--- config.mk ---
export PLATFORM = sky130hd
export DESIGN_NAME = ltd_div
export DESIGN_NICKNAME = d
export VERILOG_FILES = /design/src/rtl/ltd_pkg.sv /design/src/rtl/ltd_div.sv
export SDC_FILE = /design/constraint.sdc
export NUM_CORES = 1
export LEC_CHECK = 0
export BUFFER_PORTS_ARGS = -buffer_cell sky130_fd_sc_hd__buf_2
export CORE_MARGIN = 2
export CORE_UTILIZATION = 56
export DETAILED_ROUTE_END_ITERATION = 8
export PLACE_DENSITY = 0.8
export SLEW_MARGIN = 20
export SYNTH_ARGS = -nofsm -noshare
export SYNTH_HDL_FRONTEND = slang
export SYNTH_SLANG_ARGS = --single-unit
--- constraint.sdc ---
create_clock -name clk -period 4.1 [get_ports clk]
set_input_delay 0.82 -clock clk [delete_from_list [all_inputs] [get_ports clk]]
set_output_delay 0.82 -clock clk [all_outputs]
set_load 0.005 [all_outputs]
--- src/rtl/ltd_pkg.sv ---
// Shared types, constants and fixed-point helpers of the Lanczos tridiagonalizer.
package ltd_pkg;

  localparam int MAX_DIM   = 32;
  localparam int FRAC_BITS = 24;
  localparam int IDX_W     = $clog2(MAX_DIM);
  localparam int N_W       = IDX_W + 1;
  localparam int DIV_W     = 32 + FRAC_BITS;
  localparam int DIV_CNT_W = $clog2(DIV_W);
  localparam int MEM_DEPTH = MAX_DIM * MAX_DIM;

  localparam logic [1:0] CMD_MATRIX = 2'd0;
  localparam logic [1:0] CMD_VECTOR = 2'd1;
  localparam logic [1:0] CMD_RUN    = 2'd2;
  localparam logic [1:0] CMD_NONE   = 2'd3;

  localparam logic [1:0] ST_OK    = 2'd0;
  localparam logic [1:0] ST_BREAK = 2'd1;
  localparam logic [1:0] ST_ZERO  = 2'd2;

  localparam logic [1:0] REG_DIMENSION = 2'd0;
  localparam logic [1:0] REG_STEPS     = 2'd1;
  localparam logic [1:0] REG_THRESHOLD = 2'd2;

  typedef struct packed {
    logic [1:0]         cmd;
    logic [4:0]         row;
    logic [4:0]         col;
    logic signed [31:0] value;
  } item_t;

  typedef struct packed {
    logic [4:0]         index;
    logic signed [31:0] diag;
    logic signed [31:0] offdiag;
    logic [1:0]         status;
    logic               last;
  } result_t;

  typedef struct packed {
    logic signed [31:0] sv;
    logic signed [31:0] cur;
    logic signed [31:0] prev;
    logic signed [31:0] res;
    logic signed [31:0] wp;
  } cell_data_t;

  typedef struct packed {
    logic               load_sv;
    logic [IDX_W-1:0]   row;
    logic signed [31:0] value;
    logic               shift_main;
    logic               shift_wp;
  } cell_ctrl_t;

  function automatic logic signed [63:0] qround(input logic signed [63:0] p);
    logic        neg;
    logic [63:0] mag;
    logic [63:0] r;
    neg = p[63];
    mag = neg ? 64'(-p) : 64'(p);
    r = (mag + (64'd1 << (FRAC_BITS - 1))) >> FRAC_BITS;
    return neg ? -$signed(r) : $signed(r);
  endfunction

  function automatic logic signed [31:0] sat32(input logic signed [63:0] x);
    if (x > 64'sh0000_0000_7FFF_FFFF) return 32'sh7FFF_FFFF;
    if (x < -64'sh0000_0000_8000_0000) return 32'sh8000_0000;
    return x[31:0];
  endfunction

endpackage

--- src/rtl/ltd_div.sv ---
// Restoring divider for normalization, one quotient bit per cycle.
module ltd_div (
  input  logic                      clk,
  input  logic                      rst,
  input  logic                      start,
  input  logic [ltd_pkg::DIV_W-1:0] dividend,
  input  logic [30:0]               divisor,
  output logic                      done,
  output logic [ltd_pkg::DIV_W-1:0] quo
);
  import ltd_pkg::*;

  logic                 run;
  logic [DIV_CNT_W-1:0] cnt;
  logic [DIV_W-1:0]     dvd;
  logic [30:0]          rem;
  logic [31:0]          rem_sh;
  logic                 fits;

  assign rem_sh = {rem, dvd[DIV_W-1]};
  assign fits   = rem_sh >= {1'b0, divisor};

  always_ff @(posedge clk) begin
    if (rst) begin
      run  <= 1'b0;
      done <= 1'b0;
    end else begin
      done <= 1'b0;
      if (start) begin
        run <= 1'b1;
      end else if (run && cnt == '0) begin
        run  <= 1'b0;
        done <= 1'b1;
      end
    end
    if (start) begin
      dvd <= dividend;
      rem <= '0;
      quo <= '0;
      cnt <= DIV_CNT_W'(DIV_W - 1);
    end else if (run) begin
      rem <= fits ? 31'(rem_sh - {1'b0, divisor}) : rem_sh[30:0];
      quo <= {quo[DIV_W-2:0], fits};
      dvd <= dvd << 1;
      cnt <= cnt - 1'b1;
    end
  end

endmodule

* Word level (Yosys, flattened, before mapping) *
Index checks and enable logic that the tools add are counted.

storage, ports and cells
  word-level logic and storage cells = 20
  bits of input ports = 90
  output and inout bits = 57
  register bits after elaboration = 151

operators by class
  add/subtract/negate cells = 2
  multiplexer cells = 6
  magnitude comparators = 1
  reduce and logical (&&, ||, !) cells = 5

operators with widths
  operator                                                            number
  56-bit two-way mux                                                  2
  32-bit by 31-bit greater-or-equal comparator with 1-bit output      1
  31-bit two-way mux                                                  1
  31-bit subtractor                                                   1
  6-bit zero test                                                     1
  6-bit by 1-bit subtractor with 6-bit output, second input constant  1
  2-bit nonzero test                                                  2
  1-bit two-way mux                                                   3
  2-bit OR reduction                                                  1
  1-bit logical AND                                                   1

* Logic depth before layout (Yosys ltp) *
  word-level depth = 4
  depth in mapped cells = 13

* Worst setup path after synthesis *
Ideal clock, no wire load.

  path kind = input to register
  start point = input port start
  end point = register dvd[0], enable pin
  arrival = 2.699 ns
  setup slack = 0.991 ns
  setup time = 0.410 ns
  cell stages on the path = 4
  required time = 3.690 ns
  cells stage by stage = clkbuf_1 -> clkbuf_1 -> nor2_1 -> inv_1

between the ends
  cells in the longest elaborated chain, start to end = 1

ends and longest elaborated chain
  item                                 line           text
  start, declared                      ltd_div.sv:5   input logic start,
  2-bit nonzero test (no source line)  --
  end signal, assigned                 ltd_div.sv:37  dvd <= dividend;
  end signal, assigned                 ltd_div.sv:44  dvd <= dvd << 1;
  end, declared                        ltd_div.sv:15  logic [DIV_W-1:0] dvd;

No other way between the ends.
A chain may end at the register's enable or synchronous reset.

* Worst setup path after layout *
  start point = input port divisor[0]
  end point = register rem[26]

between the ends
  cells in the longest elaborated chain, start to end = 2
  elaborated cells on any way between the ends = 3

ends and longest elaborated chain
  item                                                                                                        line                          text
  start, declared                                                                                             ltd_div.sv:7                  input logic [30:0] divisor,
  31-bit subtractor / 32-bit by 31-bit greater-or-equal comparator with 1-bit output (equally long branches)  ltd_div.sv:42, ltd_div.sv:21
  31-bit two-way mux (*)                                                                                      ltd_div.sv:42                 rem <= fits ? 31'(rem_sh - {1'b0, divisor}) : rem_sh[30:0];
  end signal, assigned                                                                                        ltd_div.sv:42
  end, declared                                                                                               ltd_div.sv:16                 logic [30:0] rem;

Every way passes the cells marked *; elsewhere a longest branch is shown, timed or not.

==> summary.txt <==
Run status
  – Status: completed

Setup path
  – FF-to-FF Start: dvd[55]$_DFFE_PP_
  – Critical Path RT: around 4.4 ns
  – Critical Path Sink Type: register
  – CP Cell Sequence: buf_2 -> ha_1 -> fa_1 -> nor2b_1 -> o31ai_1 -> a21o_1 -> a2111oi_0 -> nor3_1 -> o21ai_0 -> mux2i_1 -> nand2_1
  – Worst path buffer plus inverter count: 1
  – Critical-path maximum fanout: 4
  – Slowest cell on crit path: a2111oi_0
  – Capture point of the worst reg-to-reg path: rem[26]$_SDFFE_PP0P_
  – Reg2reg path depth: 11
  – WS Path Type: input port to register
  – Largest stage delay, worst path: 0.57 ns
  – Endpoint arrival time on the critical path: between 3 and 4 ns
  – CP delay by family, top: compound AO/OA/AOI/OAI gates
  – CP Launch Type: input port
  – R2R Setup Slk: around 0.97 ns

GRT
  – Gr ovfl total: 0
  – Initial antenna violation count: 0
  – First-pass GRT wire length: about 28 mm
  – Vias in the first global route: about 5.9k
  – Largest net degree at the start of global routing: between 70 and 80
  – GR Util All Layers: between 20% and 30%

Job
  – MaxCap Viol Count: 0

STA
  – Slew Limit Fails: 0
  – Setup TNS: 0 ns
  – Final Hold Vio Count: 0
  – Worst-margin pin slew: between 0.9 and 1 ns
  – RSZ-0062 raised after global routing: no
  – Fin Clk Skew: around 0.013 ns
  – Max-slew headroom: roughly 37%
  – Fin crit period: about 3.2 ns
  – Final setup viols: 0
  – Max Clk Rate: around 320 MHz
  – Final Cycle Share: between 70 and 80%

Placement
  – Routability Congestion: approximately 0.94
  – DP HPWL: between 10 and 15 mm
  – I/O Buffers: 146

Floorplan
  – Initial Util: between 50 and 60%
  – FP Rows: 43
  – Die Wd: between 100 and 150 um
  – Die H: about 120 um
  – IO Count: ~150
  – Core area: approximately 0.014 mm2
  – DIE AREA: around 0.015 mm2

Logic synthesis
  – Post-synth EDFFs: 56
  – YS warnings: 0
  – Synth async-reset ratio: 0%
  – Netlist cell types: 60
  – Seq cells post-synth: 151
  – Post-Syn Area: just under 0.008 mm2
  – Sequential-to-total area share from yosys stat: 45.67%
  – Syn Area/Cell: between 9 and 10 um2
  – Mapped Cells: just under 800
  – Ys flop type: dfxtp_1
  – Post-Syn Nets: roughly 910

Pwr
  – Total power: around 3.7 mW
  – Pleak: ~4 nW
  – Clock share of power: between 40% and 50%
  – Sw Pwr: 0.9633 mW
  – Internal Power: between 2 and 3 mW
  – Worst vdd ir: 0.3192 mV
  – Switch share: between 20% and 30%
  – Gate power share: about 12%
  – Sequential share of power: 45.1%
  – Pwr/cell area: roughly 400 mW/mm2

Detailed routing
  – Vias per cell: 5.573
  – Final wirelength: ~17 mm
  – Routed Antenna Nets: 0
  – Routed WL per cell: between 15 and 20 um
  – Residual DRC count: 0
  – Initial DRC Count: between 400 and 500
  – Pre-antenna DRT Iters: 4
  – Vias: slightly above 6k

Clock tree
  – TritonCTS Sinks: ~150
  – CTS H-tree lvls: 4
  – Clock latency on the worst-skew pair: between 0.4 and 0.5 ns
  – CTS buffer count: 17
  – Post-CTS Resized: 0
  – TritonCTS clock tree: done
  – Longest Clk Path Bufs: 2
  – Root Driver: clkbuf_16
  – Post-CTS Setup Bufs: 0
  – Hold Buf Count CTS: 0
  – Clock Pin Slew Worst Setup and Hold Paths: around 0.060 ns

Cells and area
  – Nets@finish: between 1k and 1.5k
  – Layout cell share with drive strength beyond 1: 26.46%
  – Antenna fix cells: 0
  – Synth-to-Final Area Change: 18.56%

Hold path
  – Hold path start: quo[55]$_SDFFE_PP0P_
  – Min-Delay Path Class: register to register
  – Hold EP: quo[55]$_SDFFE_PP0P_
  – Worst hold path cell count: 2
## state kept, by name, summed over array words and instances, names as in the netlist
signal  cells
dvd        56
quo        56
rem        31
cnt         6
done        1
run         1
## metrics by stage
step	hold WS, ns	util, %	setup slack (ns)	area (um2)	instances
3_3_place_gp	0.4719	63.10	0.6291	8691	1074
4_1_cts	0.5054	67.54	0.9760	9303	1106
3_5_place_dp	0.4855	63.10	0.5562	8691	1074
2_1_floorplan	0.4567	-	0.9911	7846	785
6_report	0.5005	67.54	0.9284	9303	1106
5_1_grt	0.5290	67.54	0.7255	9303	1106
## layout by cell type, fill, tap and decap left out, types with 7 or more instances in the layout
cell type / n
mux2_2: 55
a21oi_1: 42
a32oi_1: 8
clkbuf_16: 17
nor2_1: 112
nor2b_1: 10
edfxtp_1: 56
mux2i_1: 65
inv_1: 45
nor3_1: 13
nand2b_1: 12
a31oi_1: 7
a211oi_1: 24
ha_1: 32
buf_2: 145
xor2_1: 11
o21ai_1: 8
nand3_1: 9
dfxtp_1: 94
o21ai_0: 19
xnor2_1: 13
o21a_1: 8
nand2_1: 33
## layout make-up
cell class                 instances  area (um2)
fill                            1156        4471
multi-input combinational        545        3915
sequential                       151        3587
timing repair buffer             152       790.8
clock buffer                      17       425.4
tap                              180       225.2
clock inverter                    15       186.4
inverter                          46       172.7
## worst max path at each step
stage	start	end	slack, ns	depth (start not counted)
final	divisor[0]	rem[26]$_SDFFE_PP0P_	0.93	11
after global routing	divisor[0]	rem[26]$_SDFFE_PP0P_	0.73	11
after CTS	divisor[0]	rem[26]$_SDFFE_PP0P_	0.98	11
after detailed placement	divisor[0]	rem[26]$_SDFFE_PP0P_	0.56	11
after global placement	divisor[0]	rem[26]$_SDFFE_PP0P_	0.63	11
after floorplan	start	dvd[0]$_SDFFCE_PN0P_	0.99	4
## synth_stat cells, types with 10 or more instances
cell type | number | area (um2)
edfxtp_1 | 56 | 1682
ha_1 | 32 | 400.4
nand2_1 | 33 | 123.9
nor2_1 | 112 | 420.4
inv_1 | 46 | 172.7
xnor2_1 | 13 | 113.9
clkbuf_1 | 33 | 123.9
dfxtp_1 | 95 | 1902
xor2_1 | 11 | 96.34
nand2b_1 | 12 | 75.07
mux2_2 | 55 | 619.3
a211oi_1 | 24 | 180.2
o21ai_0 | 19 | 95.09
nor2b_1 | 10 | 62.56
nor3_1 | 13 | 65.06
mux2i_1 | 65 | 650.6
a21oi_1 | 42 | 210.2
## tightest hold or removal path: stages, from the launching register on
cell     delay [ns]
dfxtp_1        0.33
mux2i_1        0.06
nor2_1         0.07
## per-layer routing
metal	vias to the layer above	track usage (%)	wire, um
li1	3072	-	-
met3	29	5.762	893
met5	-	0	0
met4	0	7.974	337
met1	2897	29.58	7567
met2	166	38.58	8303
## power groups by stage
stage	combinational, mW	clock [mW]	sequential [mW]
after floorplan	0.355	0	1.70
after global placement	0.446	0	1.72
after detailed placement	0.456	0	1.72
after CTS	0.460	1.63	1.69
after global routing	0.510	1.68	1.70
final	0.461	1.59	1.69
## logic make-up after synthesis
kind of cell	synth area share, %
xor gates and xnor gates	2.679
and+or+nand+nor	12.18
buffers and inverters	4.529
DFF	45.67
adders and majority gates	5.358
muxes	16.19
AOI/OAI and AO/OA	13.40
Power figures use the tool's default switching activity.
