===== src/rtl/ltd_pkg.sv =====
// Shared types, constants and fixed-point helpers of the Lanczos tridiagonalizer.
package ltd_pkg;

  localparam int MAX_DIM   = 32;
  localparam int FRAC_BITS = 24;
  localparam int IDX_W     = $clog2(MAX_DIM);
  localparam int N_W       = IDX_W + 1;
  localparam int DIV_W     = 32 + FRAC_BITS;
  localparam int DIV_CNT_W = $clog2(DIV_W);
  localparam int MEM_DEPTH = MAX_DIM * MAX_DIM;

  localparam logic [1:0] CMD_MATRIX = 2'd0;
  localparam logic [1:0] CMD_VECTOR = 2'd1;
  localparam logic [1:0] CMD_RUN    = 2'd2;
  localparam logic [1:0] CMD_NONE   = 2'd3;

  localparam logic [1:0] ST_OK    = 2'd0;
  localparam logic [1:0] ST_BREAK = 2'd1;
  localparam logic [1:0] ST_ZERO  = 2'd2;

  localparam logic [1:0] REG_DIMENSION = 2'd0;
  localparam logic [1:0] REG_STEPS     = 2'd1;
  localparam logic [1:0] REG_THRESHOLD = 2'd2;

  typedef struct packed {
    logic [1:0]         cmd;
    logic [4:0]         row;
    logic [4:0]         col;
    logic signed [31:0] value;
  } item_t;

  typedef struct packed {
    logic [4:0]         index;
    logic signed [31:0] diag;
    logic signed [31:0] offdiag;
    logic [1:0]         status;
    logic               last;
  } result_t;

  typedef struct packed {
    logic signed [31:0] sv;
    logic signed [31:0] cur;
    logic signed [31:0] prev;
    logic signed [31:0] res;
    logic signed [31:0] wp;
  } cell_data_t;

  typedef struct packed {
    logic               load_sv;
    logic [IDX_W-1:0]   row;
    logic signed [31:0] value;
    logic               shift_main;
    logic               shift_wp;
  } cell_ctrl_t;

  function automatic logic signed [63:0] qround(input logic signed [63:0] p);
    logic        neg;
    logic [63:0] mag;
    logic [63:0] r;
    neg = p[63];
    mag = neg ? 64'(-p) : 64'(p);
    r = (mag + (64'd1 << (FRAC_BITS - 1))) >> FRAC_BITS;
    return neg ? -$signed(r) : $signed(r);
  endfunction

  function automatic logic signed [31:0] sat32(input logic signed [63:0] x);
    if (x > 64'sh0000_0000_7FFF_FFFF) return 32'sh7FFF_FFFF;
    if (x < -64'sh0000_0000_8000_0000) return 32'sh8000_0000;
    return x[31:0];
  endfunction

endpackage


===== src/rtl/ltd_sqrt.sv =====
// Iterative floor square root of a 64-bit value, one result bit per cycle.
module ltd_sqrt (
  input  logic        clk,
  input  logic        rst,
  input  logic        start,
  input  logic [63:0] x,
  output logic        done,
  output logic [31:0] root
);
  import ltd_pkg::*;

  logic        run;
  logic [63:0] xr;
  logic [63:0] res;
  logic [63:0] bitv;
  logic [63:0] trial;

  assign trial = res + bitv;
  assign root  = res[31:0];

  always_ff @(posedge clk) begin
    if (rst) begin
      run  <= 1'b0;
      done <= 1'b0;
    end else begin
      done <= 1'b0;
      if (start) begin
        run <= 1'b1;
      end else if (run && bitv == 64'd1) begin
        run  <= 1'b0;
        done <= 1'b1;
      end
    end
    if (start) begin
      xr   <= x;
      res  <= '0;
      bitv <= 64'd1 << 62;
    end else if (run) begin
      if (xr >= trial) begin
        xr  <= xr - trial;
        res <= (res >> 1) + bitv;
      end else begin
        res <= res >> 1;
      end
      bitv <= bitv >> 2;
    end
  end

endmodule


===== config.mk =====
export PLATFORM = sky130hd
export DESIGN_NAME = ltd_sqrt
export DESIGN_NICKNAME = d
export VERILOG_FILES = /design/src/rtl/ltd_pkg.sv /design/src/rtl/ltd_sqrt.sv
export SDC_FILE = /design/constraint.sdc
export NUM_CORES = 1
export LEC_CHECK = 0
export BUFFER_PORTS_ARGS = -buffer_cell sky130_fd_sc_hd__buf_4
export CAP_MARGIN = 25
export CORE_AREA = 2 2 211 213
export CTS_CLUSTER_DIAMETER = 80
export CTS_CLUSTER_SIZE = 24
export DETAILED_ROUTE_END_ITERATION = 8
export DIE_AREA = 0 0 213 215
export GPL_TIMING_DRIVEN = 1
export RECOVER_POWER = 50
export SYNTH_ARGS = -nofsm -noshare
export SYNTH_HDL_FRONTEND = slang
export SYNTH_SLANG_ARGS = --single-unit

===== constraint.sdc =====
create_clock -name clk -period 7.6 [get_ports clk]
set_clock_uncertainty 0.15 [all_clocks]
set_input_delay 0.38 -clock clk [delete_from_list [all_inputs] [get_ports clk]]
set_output_delay 0.38 -clock clk [all_outputs]
set_load 0.05 [all_outputs]

==> After elaboration in Yosys (flattened, before gate mapping) <==
Index checks and enable logic that the tools add are counted.
{ "word_totals": {"register_bits": 162, "inputBits": 67, "out_inout_bits": 33, "elab_cells": 23} }
{ "classes": {"add_sub_neg": 3, "magnitude_cmp": 1, "n_eq_ne": 1, "muxes": 7, "n_reduce_logical": 6} }
{ "ops": {"columns": ["operator", "n"], "rows": [
  ["$mux W64", 4],
  ["$add A63 B63 Y64", 1],
  ["$add A64 B63 Y64", 1],
  ["$ge A64 B64 Y1", 1],
  ["$sub A64 B64 Y64", 1],
  ["$eq A32 B1 Y1 const B", 1],
  ["$reduce_bool A2 Y1", 3],
  ["$mux W1", 3],
  ["$reduce_and A2 Y1", 1],
  ["$reduce_or A2 Y1", 1],
  ["$logic_and A1 B1 Y1", 1]
]} }

==> Longest topological paths before layout <==
Gate-level depths: netlist of run 1.
{ "depth": {"depth_word": 5, "ltp_mapped": 27, "ltp_nobuf": 23} }

==> Worst setup path after synthesis of run 1 <==
OpenSTA, ideal clock, no wires.
{ "synth_timing": {"path_type": "flip-flop to flip-flop", "start": "register res[22]", "end": "register xr[0], enable pin", "setup_ns": 0.691, "arrival_ns": 5.927, "required_time_ns": 6.759, "setup_slack_ns": 0.832, "path_stages_with_launch": 23, "path_buffers": 2, "period_less_slack_ns": 6.768, "path_cell_list": "dfxtp_1 > ha_1 > a31o_2 > or3b_2 > or3_1 > a31oi_1 > o21ai_1 > a21oi_1 > o21ai_1 > a31oi_1 > xnor2_1 > ha_1 > clkbuf_1 > a21oi_1 > o21ai_0 > nand2_1 > nand2b_1 > a211o_1 > a211o_2 > a221oi_4 > buf_6 > nand2b_1 > nand2_1"} }
{ "synth_via": {"elab_chain_len": 4} }
{ "synth_lines": {"columns": ["item", "line", "rtl"], "rows": [
  ["start: declaration", "ltd_sqrt.sv:14", "logic [63:0] res;"],
  ["start signal: assignment", "ltd_sqrt.sv:41", "res <= (res >> 1) + bitv;"],
  ["start signal: assignment", "ltd_sqrt.sv:43", "res <= res >> 1;"],
  ["$add A64 B63 Y64", "ltd_sqrt.sv:18", "assign trial = res + bitv;"],
  ["$ge A64 B64 Y1", "ltd_sqrt.sv:39", "if (xr >= trial) begin"],
  ["$reduce_bool A2 Y1 (no source line)", null, null],
  ["$reduce_and A2 Y1 (no source line)", null, null],
  ["end signal: assignment", "ltd_sqrt.sv:40", "xr <= xr - trial;"],
  ["end: declaration", "ltd_sqrt.sv:13", "logic [63:0] xr;"]
]} }
No other way between the ends.
A chain may end at the register's enable or synchronous reset.

==> Worst setup path in the final report of run 1 <==
{ "layout_timing": {"start": "register res[2]", "end": "register xr[42], enable pin"} }
Same word-level chain as after synthesis.

==> flow_summary.json, run 1 <==
{
  "drv_cap": 3,
  "r2r-end": "xr[42]",
  "wire_per_inst_um": 18.8,
  "syn_nets": 2148,
  "fp.dieArea_mm2": 0.0458,
  "synth_seq_cells": 162,
  "dr.max_layer_used": "met4",
  "setup_viol": 0,
  "seq_area_frac_synth_pct": 25.0,
  "grt_pass1_wl_um": 75900,
  "p_per_area_mw_per_mm2": 284,
  "min_to": "xr[41]",
  "hold_depth": 3,
  "met2_length_um": 21800,
  "cts_tree": "built",
  "ff2ff_setup_slack_ns": 0.35,
  "antenna_found_initial": 0,
  "drtIter0Drc": 1247,
  "drive_gt1_share_pct": 8.67,
  "multiInputGateArea_mm2": 0.0107,
  "final-max-slew-violation-count": 210,
  "ys_top_cells_by_area": "dfxtp_1 (13%), edfxtp_1 (12%), ha_1 (10%), o21ai_0 (5.3%), nand2_1 (4.8%)",
  "r2r_cells": 22,
  "h-tree-depth": 4,
  "dr.pass1.iters": 5,
  "post_cts_buffers": 0,
  "relSlewSlack_pct": -212,
  "cts_root_buf": "clkbuf_16",
  "hold_viol_final": 0,
  "die_x_um": 213,
  "hp-start": "x[41]",
  "fp.coreArea_mm2": 0.0436,
  "start_util_pct": 35.6,
  "route.detailed.drc": 0,
  "r2r-start": "res[2]",
  "design_area_mm2": 0.0168,
  "gr-total-overflow": 0,
  "nets": 2135,
  "crit_family": "simple AND/OR/NAND/NOR gates",
  "cpMaxStageDelayCell": "nor4_1",
  "dp_hpwl_um": 36500,
  "cts_buffer_depth": 2,
  "p_leak_nw": 6.32,
  "synth.cell_area_mm2": 0.0155,
  "fillers": 4515,
  "synth_edf_count": 64,
  "synth_top_area_share_pct": 12.6,
  "synth.avg_cell_area_um2": 7.97,
  "drtAntennaViolNets": 0,
  "clock.fmax_mhz": 138,
  "synthCells": 1950,
  "cts_sinks": 162,
  "num_rows": 77,
  "diodes": 0,
  "ys_types": 92,
  "seq_area_mm2": 0.00388,
  "fin_crit_sh_pct": 95.4,
  "grt_max_degree": 113,
  "clk_latency_ns": 0.47,
  "hold_path.class": "primary input to flop",
  "grt_pass1_vias": 13736,
  "synth.most_common_cell": "nand2_1",
  "crit_path_max_incr_delay_ns": 0.84,
  "io_pins": 100,
  "period_minus_slack_ns": 7.25,
  "synth_common_cells": "nand2_1 (198), nor2_1 (183), o21ai_0 (164)",
  "crit_arrival_ns": 7.20,
  "cp_num_buf_inv": 1,
  "die_h_um": 215,
  "grtUsageTotal_pct": 20.8,
  "tightest_slew_ns": 4.68,
  "gp_congestion": 0.937,
  "clk_pin_slew_worst_paths_ns": 0.08,
  "final.setup.tns_ns": 0,
  "route.met3.wl_um": 2280,
  "violations": "max-capacitance violations, max-slew violations",
  "post-route-util_pct": 38.5,
  "place_area_mm2": 0.0163,
  "synth_top_cell_by_area": "dfxtp_1",
  "cp-end-kind": "flop",
  "status": "complete, but fails checks",
  "rsz0062_at_grt": "no",
  "path_cells": "ha_1, a31o_2, a31oi_1, nor4_1, o21bai_1, a211oi_1, nor2_1, o21a_1, o21ai_0, a21oi_1, xor2_1, ha_1, nand2_1, or3_1, nor4_2, nand2_1, a21oi_1, a211o_2, a221oi_4, nand2b_1, nand2_2, buf_4",
  "max-vdd-ir-drop_uv": 138,
  "areaGrowthSynthToFinish_pct": 8.05,
  "num_vias": 14660,
  "wl_met1_um": 22900,
  "async_flop_share_pct": 0,
  "dominantRegCellSynth": "dfxtp_1",
  "port_buffers": 99,
  "crit_fanout": 40,
  "startpoint_type": "flop",
  "wirelength_um": 47900,
  "vias_per_cell": 5.77,
  "cts_buffers": 17,
  "crit_type": "flop to flop",
  "yosysWarnings": 0,
  "cp.required_ns": 7.55
}
-- power breakdown --
part	leakage, nW	internal [mW]	switching, mW
combinational	4.58	0.981	1.58
sequential	1.45	1.13	0.154
clock	0.297	0.473	0.449
-- through the flow --
step	power [mW]	setup slack [ns]	cells	hold WS [ns]
finish	4.77	0.348	2542	0.0309
detailed placement	3.84	0.537	2509	0.374
floorplan	3.28	0.832	1950	0.299
global placement	3.83	0.723	2509	0.352
CTS	4.78	0.512	2542	0.0135
global route	5.10	0.0340	2542	0.0399
-- worst max path at each step --
stage	from	to	cells after the start	slack (ns)
after global placement	res[2]	xr[25]	22	0.72
after floorplan	res[22]	xr[0]	22	0.83
after detailed placement	res[2]	xr[25]	22	0.54
after CTS	res[2]	xr[42]	22	0.51
final	res[2]	xr[42]	22	0.35
after global routing	res[2]	xr[42]	22	0.03
-- repair_timing --
item                      4_1_cts  5_1_grt
gates resized for setup         0        0
hold endpoints to repair        2        0
hold buffers                    1        0
-- sequential cells by signal, summed over array words and instances, names as in the netlist --
signal	cells
res	64
xr	64
bitv	32
done	1
run	1
-- per-layer routing --
layer	global-route usage (%)	vias to the layer above
met5	0	-
met4	5.83	0
met3	2.62	50
met2	32.9	456
met1	29.7	6953
li1	-	7201
-- tightest hold or removal path: stages --
cell,delay (ns)
buf_4,0.08
nand2_1,0.04
o21ai_0,0.05
-- cell families (layout without fill, tap and decap cells) --
group / after synthesis / after routing / share of synthesized area (%)
AOI/OAI and AO/OA: 649 / 649 / 27.6
and+or+nand+nor: 625 / 625 / 19.0
buffers and inverters: 184 / 184 / 6.05
DFF: 162 / 162 / 25.0
xor gates and xnor gates: 146 / 146 / 8.23
adders and majority gates: 131 / 131 / 10.6
muxes: 53 / 53 / 3.47
-- layout make-up --
type	count	share of cell area [%]
Tap cell	592	4.41
Multi-Input combinational cell	1604	63.8
Sequential cell	162	23.1
Timing Repair Buffer	108	4.11
Clock inverter	15	1.06
Clock buffer	17	2.53
Inverter	44	0.984
-- placed cells by master (no fill, tap or decap), types with 16 or more instances in the layout --
master and count:
ha_1 130, inv_1 43, buf_4 70, a21oi_1 122, a211oi_1 43, o21bai_1 34
xnor2_1 81, or3_1 25, o21a_1 21, a31oi_1 59, o21ai_0 169, o31ai_1 16
nor2b_1 18, a31o_2 19, nor2_1 183, nand2_1 197, nor3_1 40, clkbuf_1 36
mux2i_1 46, clkbuf_16 17, dfxtp_1 98, edfxtp_1 64, nand3_1 27, a21o_1 55
nand4_1 43, xor2_1 65
Note: power is estimated with default switching activity, not from simulation.
==> inputs of run 2 (changes only) <==
--- a/config.mk
+++ b/config.mk
@@ -8,11 +8,12 @@
 export BUFFER_PORTS_ARGS = -buffer_cell sky130_fd_sc_hd__buf_4
 export CAP_MARGIN = 25
-export CORE_AREA = 2 2 211 213
+export CORE_AREA = 2 2 297 152
 export CTS_CLUSTER_DIAMETER = 80
 export CTS_CLUSTER_SIZE = 24
 export DETAILED_ROUTE_END_ITERATION = 8
-export DIE_AREA = 0 0 213 215
+export DIE_AREA = 0 0 299 154
 export GPL_TIMING_DRIVEN = 1
 export RECOVER_POWER = 50
+export REMOVE_ABC_BUFFERS = 1
 export SYNTH_ARGS = -nofsm -noshare
 export SYNTH_HDL_FRONTEND = slang
==> constraint.sdc (replaced) <==
create_clock -name clk -period 7.6 [get_ports clk]
set_clock_uncertainty 0.15 [all_clocks]
set_input_delay 0.76 -clock clk [delete_from_list [all_inputs] [get_ports clk]]
set_output_delay 0.76 -clock clk [all_outputs]
set_load 0.05 [all_outputs]
==> run 2 against run 1 <==
The flow still finishes with violations (max-capacitance violations, max-slew violations). Highest routed layer unchanged. Clock power shrank 2.5%. Total power is 1.7% lower. Sequential power about the same. Flip-flop and latch count unchanged. Via count decreased by 1.9%. Register-to-register slack better by 0.41 ns. Global-route usage decreased by 1.7 points. Worst hold slack gained 0.28 ns. Count of clock-buffer cells in the layout rose by 7. First-iteration DRC count down 13%. Design area about the same. Setup slack gained 0.41 ns. Critical path type unchanged.
==> flow_summary.json, run 2 (same netlist as run 1, synthesis figures left out) <==
{
  "cts_resized": 0,
  "antenna_found_initial": 0,
  "design_area_mm2": 0.0168,
  "period_minus_slack_ns": 6.84,
  "fp.dieArea_mm2": 0.0460,
  "reg.largest.list": "res: 64 flops, xr: 64 flops, bitv: 32 flops",
  "vias_per_cell": 5.66,
  "hp-start": "rst",
  "drtIter0Drc": 1088,
  "fin_crit_sh_pct": 90.0,
  "power.switching_mw": 2.07,
  "cpMaxStageDelayCell": "nor4_1",
  "layout_setup_ws_ns": 0.763,
  "clock.fmax_mhz": 146,
  "clk_latency_ns": 0.46,
  "hold_path.class": "primary input to flop",
  "post_cts_buffers": 0,
  "num_vias": 14376,
  "cts_sinks": 162,
  "p_comb_share_pct": 53.5,
  "cp.required_ns": 7.59,
  "diodes": 0,
  "layout_commonest_cell": "nand2_1",
  "start_util_pct": 35.9,
  "pre_cts_ws_ns": 0.983,
  "cp-end-kind": "flop",
  "cts_buffer_depth": 2,
  "wire_per_inst_um": 17.6,
  "r2r_cells": 22,
  "grtUsageTotal_pct": 19.1,
  "die_h_um": 154,
  "startpoint_type": "flop",
  "place_area_mm2": 0.0163,
  "ff2ff_setup_slack_ns": 0.76,
  "crit_family": "simple AND/OR/NAND/NOR gates",
  "cts_root_buf": "clkbuf_16",
  "die_x_um": 299,
  "intPower_mw": 2.62,
  "io_pins": 100,
  "gr-total-overflow": 0,
  "switching_share_pct": 44.1,
  "grt_max_degree": 113,
  "final.setup.tns_ns": 0,
  "p_per_area_mw_per_mm2": 280,
  "clk_pin_slew_worst_paths_ns": 0.07,
  "whs_ns": 0.307,
  "cts_tree": "built",
  "drive_gt1_share_pct": 8.51,
  "crit_arrival_ns": 6.83,
  "seqPwrFrac_pct": 27.3,
  "p_leak_nw": 6.33,
  "critPathLaunch": "bitv[0]",
  "path_depth": 22,
  "gp_congestion": 0.904,
  "status": "complete, but fails checks",
  "power.share.clock_pct": 19.2,
  "drtAntennaViolNets": 0,
  "violations": "max-capacitance violations, max-slew violations",
  "final-max-slew-violation-count": 219,
  "setup_viol": 0,
  "crit_type": "flop to flop",
  "grt_pass1_vias": 13279,
  "tightest_slew_ns": 3.84,
  "drv_cap": 3,
  "r2r-end": "xr[1]",
  "port_buffers": 99,
  "rsz0062_at_grt": "no",
  "critPathCapture": "xr[1]",
  "layout_common_cells": "nand2_1 (197), nor2_1 (183), o21ai_0 (166)",
  "nets": 2136,
  "r2r-start": "bitv[0]",
  "h-tree-depth": 4,
  "hold_viol_final": 0,
  "fp.coreArea_mm2": 0.0432,
  "grt_pass1_wl_um": 71200,
  "wirelength_um": 44800,
  "holdBufCountCts": 0,
  "dr.pass1.iters": 7,
  "areaGrowthSynthToFinish_pct": 8.01,
  "crit_fanout": 18,
  "crit_path_max_incr_delay_ns": 0.59,
  "relSlewSlack_pct": -156,
  "path_cells": "ha_1, ha_1, a211oi_1, nor4_1, o2111ai_1, a2111oi_0, nor2_1, o21ai_2, a21o_1, nand2_1, xor2_1, ha_1, nand2_1, or3_1, nor4_2, nand2_1, a21oi_1, a211o_2, a221oi_4, nand2b_1, nand2_2, buf_4",
  "cp_num_buf_inv": 1,
  "route.detailed.drc": 0,
  "dp_hpwl_um": 34000,
  "cts_buffers": 17,
  "max-vdd-ir-drop_uv": 133,
  "num_rows": 54
}
run 2: changes by cell type in the layout (fill, tap and decap cells not counted), moves of 2 or more:
cell | before | now
clkbuf_1 | 36 | 40
clkbuf_16 | 17 | 19
clkbuf_8 | 0 | 2
clkinv_2 | 0 | 3
clkinv_8 | 2 | 0
inv_6 | 7 | 1
inv_8 | 4 | 0
o21ai_0 | 169 | 166
o21ai_1 | 6 | 9
run 2: area by class of cell:
class                           instances  area (µm²)
Timing Repair Buffer                  109         704
Sequential cell                       162        3890
Multi-Input combinational cell       1604       10700
Clock buffer                           24         514
Tap cell                              588         736
Inverter                               44         165
Clock inverter                          7        68.8
Fill cell                            4527       26500
run 2: power groups by stage:
stage	logic [mW]	clock network (mW)	registers, mW
final	2.51	0.900	1.28
after global routing	2.78	0.953	1.30
after CTS	2.51	0.920	1.29
after detailed placement	2.49	0	1.30
after global placement	2.49	0	1.30
after floorplan	1.84	0	1.31
run 2: stage by stage:
| step | util [%] | cells | total power [mW] |
|---|---|---|---|
| 3_5_place_dp | 37.8 | 2507 | 3.80 |
| 2_1_floorplan | - | 1810 | 3.15 |
| 4_1_cts | 39.2 | 2538 | 4.72 |
| 3_3_place_gp | 37.8 | 2507 | 3.79 |
| 5_1_grt | 38.8 | 2538 | 5.04 |
| 6_report | 38.8 | 2538 | 4.69 |
run 2: metal layers:
layer	GRT usage, %	part of all wire, %	vias up
met5	0	0	-
met4	5.33	2.1	0
met3	3.05	3.8	54
met2	31.1	46	295
met1	26.1	48	6831
li1	-	-	7196
run 2: worst min path at each step:
stage	to	slack, ns	depth (start not counted)
final	run	0.31	2
after global routing	run	0.29	2
after CTS	run	0.29	2
after detailed placement	res[0]	0.35	2
after global placement	res[0]	0.34	2
after floorplan	bitv[62]	0.35	1
